`src/design/ile_pkg.sv`:
```
package ile_pkg;

   localparam int CAPACITY    = 256;
   localparam int POS_W       = (CAPACITY > 1) ? $clog2(CAPACITY) : 1;
   localparam int CNT_W       = $clog2(CAPACITY + 1);
   localparam int OP_W        = 3;
   localparam int IDX_W       = 9;
   localparam int DATA_W      = 32;
   localparam int ST_W        = 2;
   localparam int LEN_W       = 9;
   localparam int CMP_W       = (CNT_W > IDX_W) ? CNT_W : IDX_W;
   localparam int REQ_TDATA_W = 48;
   localparam int RSP_TDATA_W = 48;
   localparam int GROUP_SIZE  = 16;
   localparam int NUM_GROUPS  = (CAPACITY + GROUP_SIZE - 1) / GROUP_SIZE;

   typedef enum logic [OP_W-1:0] {
      OP_GET      = 3'd0,
      OP_INS_HEAD = 3'd1,
      OP_INS_TAIL = 3'd2,
      OP_INS_AT   = 3'd3,
      OP_DELETE   = 3'd4
   } op_type;

   typedef enum logic [ST_W-1:0] {
      ST_DONE  = 2'd0,
      ST_RANGE = 2'd1,
      ST_FULL  = 2'd2
   } status_type;

   typedef enum logic [1:0] {
      RD_ZERO,
      RD_FETCH,
      RD_MISS
   } rd_mode_type;

   typedef enum logic [2:0] {
      S_IDLE,
      S_EXEC,
      S_GROUP,
      S_SUM,
      S_FINISH
   } state_type;

   // broadcast to every cell of the chain
   typedef struct packed {
      logic              load;
      logic              ins;
      logic              del;
      logic              rd;
      logic [POS_W-1:0]  pos;
      logic [DATA_W-1:0] value;
   } cell_cmd_type;

endpackage

```
`src/design/ile_cell.sv`:
```
module ile_cell (
   input  logic                         clock,
   input  ile_pkg::cell_cmd_type        cmd,
   input  logic [ile_pkg::POS_W-1:0]    pos,
   input  logic [ile_pkg::DATA_W-1:0]   left_entry,
   input  logic [ile_pkg::DATA_W-1:0]   right_entry,
   output logic [ile_pkg::DATA_W-1:0]   entry,
   output logic [ile_pkg::DATA_W-1:0]   tap
);
   import ile_pkg::*;

   logic [DATA_W-1:0] entry_ff, entry_in;
   logic [DATA_W-1:0] tap_ff, tap_in;

   always_comb begin
      entry_in = entry_ff;
      if (cmd.load && cmd.ins) begin
         if (pos == cmd.pos) begin
            entry_in = cmd.value;
         end else if (pos > cmd.pos) begin
            entry_in = left_entry;
         end
      end
      // close the gap: take the neighbour above
      if (cmd.load && cmd.del && (pos >= cmd.pos)) begin
         entry_in = right_entry;
      end
   end

   always_comb begin
      tap_in = tap_ff;
      if (cmd.load) begin
         tap_in = (cmd.rd && (pos == cmd.pos)) ? entry_ff : '0;
      end
   end

   always_ff @(posedge clock) begin
      entry_ff <= entry_in;
      tap_ff   <= tap_in;
   end

   assign entry = entry_ff;
   assign tap   = tap_ff;

endmodule

```
`config.mk`:
```
export PLATFORM = sky130hd
export DESIGN_NAME = ile_cell
export DESIGN_NICKNAME = d
export VERILOG_FILES = /design/src/design/ile_pkg.sv /design/src/design/ile_cell.sv
export SDC_FILE = /design/constraint.sdc
export NUM_CORES = 1
export LEC_CHECK = 0
export BUFFER_PORTS_ARGS = -buffer_cell sky130_fd_sc_hd__buf_2
export CAP_MARGIN = 15
export CORE_ASPECT_RATIO = 0.9
export CORE_MARGIN = 2
export CORE_UTILIZATION = 30
export CTS_BUF_LIST = sky130_fd_sc_hd__clkbuf_16
export DETAILED_ROUTE_END_ITERATION = 10
export PLACE_DENSITY = 0.59
export SLEW_MARGIN = 20
export SYNTH_ARGS = -nofsm -noshare
export SYNTH_HDL_FRONTEND = slang
export SYNTH_SLANG_ARGS = --single-unit
export TNS_END_PERCENT = 30
```
`constraint.sdc`:
```
create_clock -name clock -period 5.7 [get_ports clock]
set_clock_uncertainty 0.05 [all_clocks]
set_input_delay 0.57 -clock clock [delete_from_list [all_inputs] [get_ports clock]]
set_output_delay 0.57 -clock clock [all_outputs]
set_load 0.01 [all_outputs]
```
# After elaboration in Yosys (flattened, before gate mapping)
# Index checks and enable logic that the tools add are counted.
# W data, S select, Z words.
op_classes:
  magnitude_cmp: 2
  n_eq_ne: 1
  mux: 4
  reduce_logical: 7
op_table:
  columns: ["cell", "count"]
  rows:
  - ["$mux W32", 4]
  - ["$eq A8 B8 Y1", 1]
  - ["$ge A8 B8 Y1", 1]
  - ["$gt A8 B8 Y1", 1]
  - ["$logic_and A1 B1 Y1", 4]
  - ["$reduce_bool A3 Y1", 1]
  - ["$reduce_and A2 Y1", 1]
  - ["$reduce_bool A2 Y1", 1]
totals:
  ff_bits: 64
  in_bits: 117
  output_inout_bits: 64
  elab_cells: 16

# Depth between registers and ports, before layout
depth:
  depth_word: 5
  depth_mapped: 8
  ltp_nobuf: 7

# Worst setup path after synthesis
# Ideal clock, no wire load.
synth_path:
  kind: "input -> register"
  start: "input port cmd[39] in the netlist's numbering"
  end: "register entry_ff[0], in the netlist entry[0] (enable)"
  setup_time_ns: 0.421
  t_arrival_ns: 2.636
  t_required_ns: 5.229
  path_slack_ns: 2.593
  path_stages: 6
  n_path_buf: 0
  path_cell_list: "inv_1 > ha_1 > nand4_1 > a21oi_1 > a21oi_2 > nor2_1"
synth_via:
  elab_chain_cells: 4
  elab_cells_between_ends: 7
  classes_between: "2 x order compare; 1 x eq/ne; 4 x reduce/logical"
synth_rtl:
  columns: ["item", "line", "source"]
  rows:
  - ["start, declared", "ile_cell.sv:3", "input ile_pkg::cell_cmd_type cmd,"]
  - ["$ge A8 B8 Y1", "ile_cell.sv:25", "if (cmd.load && cmd.del && (pos >= cmd.pos)) begin"]
  - ["$logic_and A1 B1 Y1", "ile_cell.sv:25", null]
  - ["$reduce_bool A3 Y1 (no line) / $reduce_bool A2 Y1 (equally long branches)", null, null]
  - ["$reduce_and A2 Y1 (no line) (*)", null, null]
  - ["end signal, assigned", "ile_cell.sv:38", "entry_ff <= entry_in;"]
  - ["end, declared", "ile_cell.sv:12", "logic [DATA_W-1:0] entry_ff, entry_in;"]
# Mark *: on every way between the ends. The rest lies on a longest branch, timed or not.
# A chain may end at the register's enable or synchronous reset.

# Worst setup path after layout
layout_path:
  start: "input port cmd[39] in the netlist's numbering"
  end: "register entry_ff[16], in the netlist entry[16] (data pin)"
layout_via:
  elab_chain_cells: 4
  elab_cells_between_ends: 6
  classes_between: "1 x order compare; 1 x eq/ne; 3 x mux; 1 x reduce/logical"
layout_rtl:
  columns: ["item", "line"]
  rows:
  - ["parallel branches: the longest is 3 deep, another holds $ge A8 B8 Y1", null]
  - ["$mux W32 (*)", "ile_cell.sv:25"]
  - ["via entry_in[16]", "ile_cell.sv:12"]
# Mark *: on every way through the listed nets, which the timed path passes. The select of a mux whose other input is x is not followed.

==> reports/results.txt <==
Endpoints failing hold = 0
CP max stage delay = 0.66 ns
Layout cells sized above 1 = 0.680
RSZ-0062 raised after global routing = no
CP max stage cell = nor2_4
Slew @ Worst Pin = 0.916 ns
CP Max Fanout = 33
Post-synth net total = 330
Tot GR Track Use = 0.130
Clk_lat worst skew = 0.32 ns
WS Path Type = primary input to register
PwrDens = 276 mW/mm2
# rows = 36
Data required, critical path = 5.72 ns
Largest delay share family, worst path = simple AND/OR/NAND/NOR gates
Die height = 103 um
I/O pin total = 181
Num CTS Buffers = 9
Most common cell in the netlist = edfxtp_1
Root Buffer = clkbuf_16
Crit share post-route = 0.514
Synth Area per Inst = 15.9 um2
Via density = 4.54
Initial antenna violation count = 0
Area Growth Syn to Fin = 40.5%
Port Buffers = 180
Setup TNS = 0 ns
Sequential share of the synthesized area = 0.589
Post-synthesis instance total = 205
Total number of vias = 2379
Total grt overflow = 0
Post-CTS Resized = 0
Post-DP HPWL = 6.02 mm
Vias in the first global route = 2331
Pre-Repair DR Iteration Count = 4
Iter 0 DRT Violations = 79
LEAKAGE = 2.20 nW
H-Tree Depth = 3
Post-synth top cells = edfxtp_1, mux2_2, and3_1
Die Footprint = 0.0117 mm2
Synth area leader = edfxtp_1
Fmax = 0.341 GHz
Setup Fix Bufs, Post-CTS = 0
Final setup fails = 0
Yosys warns = 0
HP Class = primary input to register
Area share of the largest cell type after synthesis = 0.589
Global-route wire length before repair = 11.5 mm
Slew Limit Fails = 0
Die X = 114 um
Synth top area cells = edfxtp_1, mux2_4, mux2_2, and3_1, ha_1
CP Launch Type = primary input
Total Power Consumption = 1.27 mW
Ys async rst share = 0
Final ANT Viol Nets = 0
Max-slew headroom = 0.388
Peak VDD IR = 0.110 mV
Final GP Congestion = 0.806
Largest net degree at the start of global routing = 35
Starting Density = 0.305
Sink Count = 64
Post-synth cell types = 19
CP cell instances = buf_2 -> inv_1 -> ha_1 -> nand4_1 -> nor2_4 -> buf_4 -> mux2_2 -> mux2_4
Cts-stage hold buffer count = 0
CP bufs+invs = 3
Post-synth EDFFs = 64
Worst EP arrival = 2.95 ns
Antenna diodes = 0
Clk buf depth = 2
# DRC = 0
Status = completed
Worst setup EP type = register
Fin crit period = 2.93 ns
Clk slew on worst S/H paths = 0.06 ns
Final net count = 511
CTS tree = yes
Max-cap viol count = 0
# fillers = 991
Core Area = 0.0107 mm2
Post-Route WL = 7.86 mm
Netlist Area Pre-Place = 0.00327 mm2
Ys flop type = edfxtp_1
DR WL/cell = 15.0 um
#FFs+latches synth = 64
final cells by class:
| class | instances | area, um2 | share of cell area |
|---|---|---|---|
| Sequential cell | 64 | 1920 | 0.419 |
| Clock buffer | 9 | 225 | 0.0491 |
| Clock inverter | 7 | 73.8 | 0.0161 |
| Tap cell | 133 | 166 | 0.0363 |
| Inverter | 9 | 33.8 | 0.00736 |
| Timing Repair Buffer | 182 | 916 | 0.200 |
| Multi-Input combinational cell | 120 | 1250 | 0.273 |
registers in the layout, indices dropped and copies added (netlist names):
| signal | count |
|---|---|
| entry | 32 |
| tap | 32 |
path summary, 6_finish.rpt:
check                                     from   endpoint  slack, ns  depth (start not counted)
worst max register to register       entry[28]    tap[28]       4.79                          1
worst min-delay path            right_entry[7]   entry[7]       0.49                          2
worst max-delay path                   cmd[39]  entry[16]       2.77                          8
worst min register to register       entry[21]    tap[21]       0.53                          1
report_power, final:
part	internal (mW)	leakage, nW	switching, mW
combinational	0.0895	1.41	0.0747
clock	0.339	0.151	0.201
sequential	0.551	0.639	0.0114
total	0.979	2.20	0.288
routing by layer:
metal / track usage / routed length (um) / vias up
li1: - / - / 1148
met1: 0.149 / 3210 / 1113
met2: 0.223 / 3890 / 108
met3: 0.0464 / 652 / 10
met4: 0.0544 / 103 / 0
met5: 0 / 0 / -
cells by family (layout without fill, tap and decap cells):
logic type | count (synthesis) | count (layout) | share of synthesized area
adder cells (fa/ha/maj) | 8 | 8 | 0.0307
buffers and inverters | 21 | 207 | 0.0337
AO/OA/AOI/OAI | 8 | 8 | 0.0153
multiplexers | 64 | 64 | 0.255
AND/OR/NAND/NOR | 40 | 40 | 0.0766
flip-flops | 64 | 64 | 0.589
layout by cell type, fill, tap and decap left out, types with 4 or more instances in the layout:
| master | instances |
|---|---|
| buf_2 | 180 |
| edfxtp_1 | 64 |
| mux2_2 | 34 |
| and3_1 | 32 |
| mux2_4 | 30 |
| inv_1 | 10 |
| clkbuf_16 | 9 |
| ha_1 | 8 |
| clkinv_4 | 4 |
metrics by stage:
stage / hold slack (ns) / cell area (um2) / cells / utilization / setup WS (ns)
final: 0.494 / 4590 / 524 / 0.428 / 2.77
after global routing: 0.481 / 4590 / 524 / 0.428 / 2.65
after CTS: 0.487 / 4590 / 524 / 0.428 / 2.75
after detailed placement: 0.524 / 4290 / 508 / 0.400 / 2.41
after global placement: 0.510 / 4290 / 508 / 0.400 / 2.49
after floorplan: 0.577 / 3270 / 205 / - / 2.59
Power figures use the tool's default switching activity.
