--- config.mk ---
export PLATFORM = sky130hd
export DESIGN_NAME = ile_ctrl
export DESIGN_NICKNAME = d
export VERILOG_FILES = /design/src/design/ile_pkg.sv /design/src/design/ile_ctrl.sv
export SDC_FILE = /design/constraint.sdc
export NUM_CORES = 1
export LEC_CHECK = 0
export ABC_AREA = 1
export BUFFER_PORTS_ARGS = -buffer_cell sky130_fd_sc_hd__buf_2
export CORE_ASPECT_RATIO = 0.75
export CORE_MARGIN = 1.5
export CORE_UTILIZATION = 44
export DETAILED_ROUTE_END_ITERATION = 10
export PLACE_DENSITY = 0.74
export REMOVE_ABC_BUFFERS = 1
export SYNTH_ARGS = -nofsm -noshare
export SYNTH_HDL_FRONTEND = slang
export SYNTH_SLANG_ARGS = --single-unit
--- constraint.sdc ---
create_clock -name clock -period 7.19 [get_ports clock]
set_clock_uncertainty 0.15 [all_clocks]
set_input_delay 0.719 -clock clock [delete_from_list [all_inputs] [get_ports clock]]
set_output_delay 0.719 -clock clock [all_outputs]
set_load 0.05 [all_outputs]
--- src/design/ile_pkg.sv ---
package ile_pkg;

   localparam int CAPACITY    = 256;
   localparam int POS_W       = (CAPACITY > 1) ? $clog2(CAPACITY) : 1;
   localparam int CNT_W       = $clog2(CAPACITY + 1);
   localparam int OP_W        = 3;
   localparam int IDX_W       = 9;
   localparam int DATA_W      = 32;
   localparam int ST_W        = 2;
   localparam int LEN_W       = 9;
   localparam int CMP_W       = (CNT_W > IDX_W) ? CNT_W : IDX_W;
   localparam int REQ_TDATA_W = 48;
   localparam int RSP_TDATA_W = 48;
   localparam int GROUP_SIZE  = 16;
   localparam int NUM_GROUPS  = (CAPACITY + GROUP_SIZE - 1) / GROUP_SIZE;

   typedef enum logic [OP_W-1:0] {
      OP_GET      = 3'd0,
      OP_INS_HEAD = 3'd1,
      OP_INS_TAIL = 3'd2,
      OP_INS_AT   = 3'd3,
      OP_DELETE   = 3'd4
   } op_type;

   typedef enum logic [ST_W-1:0] {
      ST_DONE  = 2'd0,
      ST_RANGE = 2'd1,
      ST_FULL  = 2'd2
   } status_type;

   typedef enum logic [1:0] {
      RD_ZERO,
      RD_FETCH,
      RD_MISS
   } rd_mode_type;

   typedef enum logic [2:0] {
      S_IDLE,
      S_EXEC,
      S_GROUP,
      S_SUM,
      S_FINISH
   } state_type;

   // broadcast to every cell of the chain
   typedef struct packed {
      logic              load;
      logic              ins;
      logic              del;
      logic              rd;
      logic [POS_W-1:0]  pos;
      logic [DATA_W-1:0] value;
   } cell_cmd_type;

endpackage

--- src/design/ile_ctrl.sv ---
module ile_ctrl (
   input  logic                            clock,
   input  logic                            reset,
   input  logic                            req_tvalid,
   output logic                            req_tready,
   input  logic [ile_pkg::REQ_TDATA_W-1:0] req_tdata,
   output logic                            rsp_tvalid,
   input  logic                            rsp_tready,
   output logic [ile_pkg::RSP_TDATA_W-1:0] rsp_tdata,
   output ile_pkg::cell_cmd_type           cmd,
   input  logic [ile_pkg::DATA_W-1:0]      sum
);
   import ile_pkg::*;

   state_type         state_ff, state_in;
   logic [CNT_W-1:0]  count_ff, count_in;
   logic              rsp_valid_ff, rsp_valid_in;
   logic [RSP_TDATA_W-1:0] rsp_data_ff, rsp_data_in;

   logic              ins_ff, ins_in;
   logic              del_ff, del_in;
   logic              rd_ff, rd_in;
   logic [POS_W-1:0]  pos_ff, pos_in;
   logic [DATA_W-1:0] value_ff, value_in;
   status_type        status_ff, status_in;
   rd_mode_type       rd_mode_ff, rd_mode_in;

   logic              accept;
   logic              finish_go;
   op_type            op;
   logic [CMP_W-1:0]  idx_x;
   logic [CMP_W-1:0]  cnt_x;
   logic [CMP_W-1:0]  ins_x;
   logic [DATA_W-1:0] read_value;

   assign op    = op_type'(req_tdata[2:0]);
   assign idx_x = CMP_W'(req_tdata[11:3]);
   assign cnt_x = CMP_W'(count_ff);

   // next state
   always_comb begin
      state_in = state_ff;
      case (state_ff)
         S_IDLE:   if (accept) state_in = S_EXEC;
         S_EXEC:   state_in = S_GROUP;
         S_GROUP:  state_in = S_SUM;
         S_SUM:    state_in = S_FINISH;
         S_FINISH: if (finish_go) state_in = S_IDLE;
         default:  state_in = S_IDLE;
      endcase
   end

   // outputs of the sequencer
   always_comb begin
      req_tready = (state_ff == S_IDLE);
      finish_go  = (state_ff == S_FINISH) && (!rsp_valid_ff || rsp_tready);
   end

   assign accept = req_tvalid && req_tready;

   // decode the item against the current length
   always_comb begin
      ins_in     = 1'b0;
      del_in     = 1'b0;
      rd_in      = 1'b0;
      status_in  = ST_DONE;
      rd_mode_in = RD_ZERO;
      count_in   = count_ff;
      ins_x      = idx_x;
      case (op)
         OP_GET: begin
            if (idx_x < cnt_x) begin
               rd_in      = 1'b1;
               rd_mode_in = RD_FETCH;
            end else begin
               status_in  = ST_RANGE;
               rd_mode_in = RD_MISS;
            end
         end
         OP_INS_HEAD, OP_INS_TAIL, OP_INS_AT: begin
            if (op == OP_INS_HEAD) begin
               ins_x = '0;
            end else if (op == OP_INS_TAIL) begin
               ins_x = cnt_x;
            end
            if (ins_x > cnt_x) begin
               status_in = ST_RANGE;
            end else if (cnt_x >= CMP_W'(CAPACITY)) begin
               status_in = ST_FULL;
            end else begin
               ins_in   = 1'b1;
               count_in = count_ff + 1'b1;
            end
         end
         OP_DELETE: begin
            if (idx_x < cnt_x) begin
               del_in   = 1'b1;
               count_in = count_ff - 1'b1;
            end else begin
               status_in = ST_RANGE;
            end
         end
         default: status_in = ST_RANGE;
      endcase
      pos_in   = ins_x[POS_W-1:0];
      value_in = req_tdata[43:12];
   end

   always_comb begin
      cmd.load  = (state_ff == S_EXEC);
      cmd.ins   = ins_ff;
      cmd.del   = del_ff;
      cmd.rd    = rd_ff;
      cmd.pos   = pos_ff;
      cmd.value = value_ff;
   end

   always_comb begin
      case (rd_mode_ff)
         RD_FETCH: read_value = sum;
         RD_MISS:  read_value = '1;
         default:  read_value = '0;
      endcase
   end

   // fields: status [1:0], read_value [33:2], length [42:34]
   always_comb begin
      rsp_valid_in = rsp_valid_ff;
      rsp_data_in  = rsp_data_ff;
      if (rsp_valid_ff && rsp_tready) begin
         rsp_valid_in = 1'b0;
      end
      if (finish_go) begin
         rsp_valid_in = 1'b1;
         rsp_data_in  = RSP_TDATA_W'({LEN_W'(count_ff), read_value, status_ff});
      end
   end

   always_ff @(posedge clock) begin
      if (reset) begin
         state_ff     <= S_IDLE;
         count_ff     <= '0;
         rsp_valid_ff <= 1'b0;
         ins_ff       <= 1'b0;
         del_ff       <= 1'b0;
         rd_ff        <= 1'b0;
      end else begin
         state_ff     <= state_in;
         rsp_valid_ff <= rsp_valid_in;
         if (accept) begin
            count_ff <= count_in;
            ins_ff   <= ins_in;
            del_ff   <= del_in;
            rd_ff    <= rd_in;
         end
      end
   end

   always_ff @(posedge clock) begin
      rsp_data_ff <= rsp_data_in;
      if (accept) begin
         pos_ff     <= pos_in;
         value_ff   <= value_in;
         status_ff  <= status_in;
         rd_mode_ff <= rd_mode_in;
      end
   end

   assign rsp_tvalid = rsp_valid_ff;
   assign rsp_tdata  = rsp_data_ff;

endmodule

# == Word-level counts from Yosys, hierarchy flattened ==
# Cells that the tools add are included.
# classes
n_addsub,2
magnitude_cmp,3
n_eq_ne,15
muxes,25
reduce_logical,13
# op_table
operator,count
$pmux W32 S2,1
$mux W9,6
$pmux W9 S2,1
$pmux W3 S5,1
$eq A3 B2 Y1 const B,4
$add A9 B1 Y9 const B,1
$ge A9 B9 Y1 const B,1
$gt A9 B9 Y1,1
$lt A9 B9 Y1,1
$mux W1,9
$sub A9 B1 Y9 const B,1
$mux W8,1
$ne A2 B2 Y1 const B,4
$eq A3 B1 Y1 const B,2
$eq A3 B3 Y1 const B,2
$logic_not A3 Y1,2
$mux W2,3
$mux W3,2
$reduce_and A5 Y1,1
$pmux W2 S2,1
$reduce_bool A2 Y1,2
$logic_and A1 B1 Y1,3
$reduce_or A3 Y1,1
$eq A2 B1 Y1 const B,1
other kinds (6),6
# totals
reg_bits,103
input_bits,84
wordCells,69

# == Logic depth before layout (Yosys ltp) ==
# logic_depth
depth_word,7
mapped_depth,17
depth_no_buf,16

# == Worst setup path before layout ==
# No wires, ideal clock.
# synth_path
path_kind,input port to flip-flop
start,input rsp_tready
end,"register rsp_data_ff[0], in the netlist rsp_tdata[0] (enable)"
setup_ns,0.550
arrival_time_ns,4.861
setup_slack_ns,1.629
cell_stages,2
n_path_buf,0
cell_sequence,nor2_1 nor4_1
# synth_via
elab_chain_cells,2
# synth_rtl
item,line_no,text
"start, declared",ile_ctrl.sv:8,"input logic rsp_tready,"
$logic_or A1 B1 Y1,ile_ctrl.sv:56,finish_go = (state_ff == S_FINISH) && (!rsp_valid_ff || rsp_tready);
$logic_and A1 B1 Y1,ile_ctrl.sv:56,
named net finish_go,ile_ctrl.sv:29,logic finish_go;
"end signal, assigned",ile_ctrl.sv:160,rsp_data_ff <= rsp_data_in;
"end, declared",ile_ctrl.sv:18,"logic [RSP_TDATA_W-1:0] rsp_data_ff, rsp_data_in;"
# The timed path passes the listed nets, and every way through them passes these cells.
# A chain may end at the register's enable or synchronous reset.

# == Final worst setup path ==
# layout_path
start,input req_tdata[0] in the netlist's numbering
end,"register count_ff[7], in the netlist cnt_x[7]"
# layout_via
elab_chain_cells,7
elab_cells_between_ends,15
classes_between,order compare (1); eq/ne (7); mux (4); reduce/logical (3)
# layout_rtl
item,line_no,text
"start, declared",ile_ctrl.sv:6,"input logic [ile_pkg::REQ_TDATA_W-1:0] req_tdata,"
$eq A3 B2 Y1,"ile_ctrl.sv:70, ile_ctrl.sv:83",
$mux W9,ile_ctrl.sv:83,end else if (op == OP_INS_TAIL) begin
$mux W9,ile_ctrl.sv:81,if (op == OP_INS_HEAD) begin
$mux W9,ile_ctrl.sv:70,case (op)
$gt A9 B9 Y1,ile_ctrl.sv:86,if (ins_x > cnt_x) begin
$ne A2 B2 Y1 (no source line),-,
$reduce_and A5 Y1 (no source line),-,
"end signal, assigned",ile_ctrl.sv:151,count_ff <= count_in;
"end, declared",ile_ctrl.sv:16,"logic [CNT_W-1:0] count_ff, count_in;"
# Several ways; a longest one is shown, not always the timed one. The select of a mux whose other input is x is not followed.

==> flow_metrics.py <==
metrics = {
    "grt": {
        "grt_start_max_net_pins": 49,
        "grt_usage_pct": 17.8,
        "grt_antenna_before_repair": 0,
        "grt_overflow_total": 0,
        "grt_pass1_wl_um": 15700,
        "grt_pass1_vias": 3291,
    },
    "routing": {
        "routed_wl_um": 10200,
        "met2_length_um": 4720,
        "drtIter0Drc": 237,
        "topRoutingLayerUsed": "met4",
        "vias_per_cell": 4.91,
        "wl_met3_um": 872,
        "drc_errors": 0,
        "wl_met1_um": 4500,
        "wl_per_cell_um": 13.7,
        "firstDrtPassIters": 5,
        "num_vias": 3642,
        "ant_nets": 0,
    },
    "placed_design": {
        "io_buffers": 168,
        "globalplace.congestion": 0.841,
        "dp_hpwl_um": 7550,
        "placed_area_um2": 5660,
    },
    "logic_synthesis": {
        "ys_types": 34,
        "synth_edf_count": 87,
        "yosys.area.top_type": "edfxtp_1",
        "ys_ff_latch": 103,
        "synth_top_cells_by_area": "edfxtp_1 55%, nand2_1 7.3%, ha_1 6.9%, dfxtp_1 6.8%, a21oi_1 6.6%",
        "synthCells": 438,
        "synthArstFlopShare_pct": 0,
        "netlist_area_um2": 4730,
        "synth_top_cells_by_count": "92 x nand2_1, 87 x edfxtp_1, 62 x a21oi_1",
        "synth_area_per_cell_um2": 10.8,
        "synth_top_area_share_pct": 55.2,
        "yosys_warnings": 0,
        "synth-main-ff-cell": "edfxtp_1",
        "yosysSeqAreaShare_pct": 61.9,
        "synth.most_common_cell": "nand2_1",
    },
    "power_and_ir_drop": {
        "leakagePower_nw": 2.63,
        "switching_share_pct": 29.9,
        "max-vdd-ir-drop_v": 0.000125,
        "cellPowerDensity_nw_per_um2": 239,
        "power.share.clock_pct": 32.1,
        "p_switching_w": 0.000426,
        "pwr-share-seq_pct": 49.1,
        "power_w": 0.00142,
        "p_int_w": 0.000998,
        "comb_power_share_pct": 18.8,
    },
    "timing": {
        "hold_viol": 0,
        "slew_headroom_pct": 19.7,
        "slew_violations": 0,
        "period_share_pct": 48.1,
        "fmax_ghz": 0.289,
        "rsz0062_at_grt": "false",
        "setup_viol": 0,
        "min_period_ns": 3.46,
        "tightest_slew_ns": 1.20,
        "finalSetupTns_ns": 0,
    },
    "cells_and_area": {
        "post_route_cells_drive_above_1_share_pct": 32.8,
        "antenna_cells": 0,
        "final_cell_area_um2": 5950,
        "syn_to_final_growth_pct": 25.6,
        "final_nets": 713,
        "n_fill_cell": 885,
    },
    "critical_path": {
        "crit_path_end_kind": "register",
        "rr_worst_depth": 9,
        "critical_path_class": "input port to register",
        "start_kind": "input port",
        "cp.arrival_ns": 3.55,
        "path_max_fanout": 25,
        "cp_data_required_time_ns": 7.28,
    },
    "job": {
        "cap_violations": 0,
    },
    "clock_network": {
        "cts_tree": "done",
        "htreeDepth": 3,
        "cts_setup_buffers": 0,
        "postCtsHoldBufs": 0,
        "cts_root_buf": "clkbuf_16",
        "cts_sinks": 103,
        "cts_buffer_depth": 2,
        "clk_pin_slew_ns": 0.07,
        "clkLatencyLatePin_ns": 0.34,
        "cts_buffers": 9,
        "cts_resized": 0,
    },
    "die": {
        "die_area_um2": 11400,
        "die_x_um": 123,
        "io_pins": 178,
        "initial_core_util_pct": 45.7,
        "core_um2": 10400,
        "die_h_um": 92.8,
        "core.rowCount": 32,
    },
    "worst_hold_path": {
        "min-delay-path-class": "register to register",
        "hold_path_depth": 0,
    },
    "run_status": {
        "status": "complete, no violations",
    },
}
[cells in the final DEF, fill, tap and decap left out, drive strengths merged, types with 2 or more instances in the layout]
cell type and n:
buf 169, nand2 95, edfxtp 87, a21oi 63, inv 47, nor2 32, ha 26, nand3 17
dfxtp 16, o21ai 14, clkbuf 9, conb 5, nand4 4, xor2 3, xnor2 3, nor3 3
clkinv 3, a31oi 2, clkinvlp 2
[cell type report]
cell class / instances / area [um^2] / share of cell area [%]
sequential: 103 / 2930 / 49.3
multi-input combinational: 273 / 1540 / 25.9
timing repair buffer: 169 / 848 / 14.3
clock buffer: 9 / 225 / 3.79
inverter: 46 / 173 / 2.90
tap: 136 / 170 / 2.86
clock inverter: 6 / 57.6 / 0.968
[routing by layer]
layer	GRT usage, %	vias up
met4	5.62	0
li1	-	1811
met3	4.74	9
met5	0	-
met1	23.2	1674
met2	28.8	148
[sequential cells by signal, summed over array words and instances (netlist names), 2 cells and up]
register	cells
rd_mode_ff	2
pos_ff	8
cnt_x	9
rsp_tdata	43
status_ff	2
value_ff	32
state_ff	3
[critical path, stage by stage]
cell and delay [ns]:
buf_2 0.13, nor3_2 0.96, o21ai_0 0.27, a21oi_1 0.19, ha_1 0.17, nand2_1 0.07, nor2_1 0.17, nand3_1 0.09
nand3_1 0.13, nand3_2 0.21, nand2_4 0.20, nand2_1 0.09, nand2_1 0.09, nor2_1 0.05
[kinds of logic after synthesis]
group / synth area share, %
and+or+nand+nor: 14.5
DFF: 61.9
AOI/OAI and AO/OA: 9.12
buffers and inverters: 5.97
adders and majority gates: 7.29
xor gates and xnor gates: 1.11
other: 0.0792
[power groups by stage]
stage / Clock [W] / Combinational (W) / Sequential [W]
6_report: 0.000457 / 0.000268 / 0.000699
3_5_place_dp: 0 / 0.000268 / 0.000712
3_3_place_gp: 0 / 0.000261 / 0.000711
2_1_floorplan: 0 / 0.000123 / 0.000781
5_1_grt: 0.000488 / 0.000294 / 0.000702
4_1_cts: 0.000469 / 0.000269 / 0.000699
[final timing paths]
path / from / to / slack, ns
setup / recovery: req_tdata[0] / cnt_x[7]$_SDFFE_PP0P_ / 3.73
hold / removal: status_ff[0]$_DFFE_PP_ / rsp_tdata[0]$_DFFE_PP_ / 0.28
setup reg to reg: state_ff[0]$_SDFFE_PP0P_ / cnt_x[7]$_SDFFE_PP0P_ / 4.79
hold reg to reg: status_ff[0]$_DFFE_PP_ / rsp_tdata[0]$_DFFE_PP_ / 0.28
[through the flow]
stage          hold WS, ns  setup slack (ns)  instances  utilization (%)
2_1_floorplan        0.250              1.63        422                -
3_3_place_gp         0.259              3.58        727             54.6
3_5_place_dp         0.264              3.47        727             54.6
4_1_cts              0.281              3.85        742             57.3
5_1_grt              0.293              3.36        742             57.3
6_report             0.278              3.73        742             57.3
(Power assumes the default switching activity.)
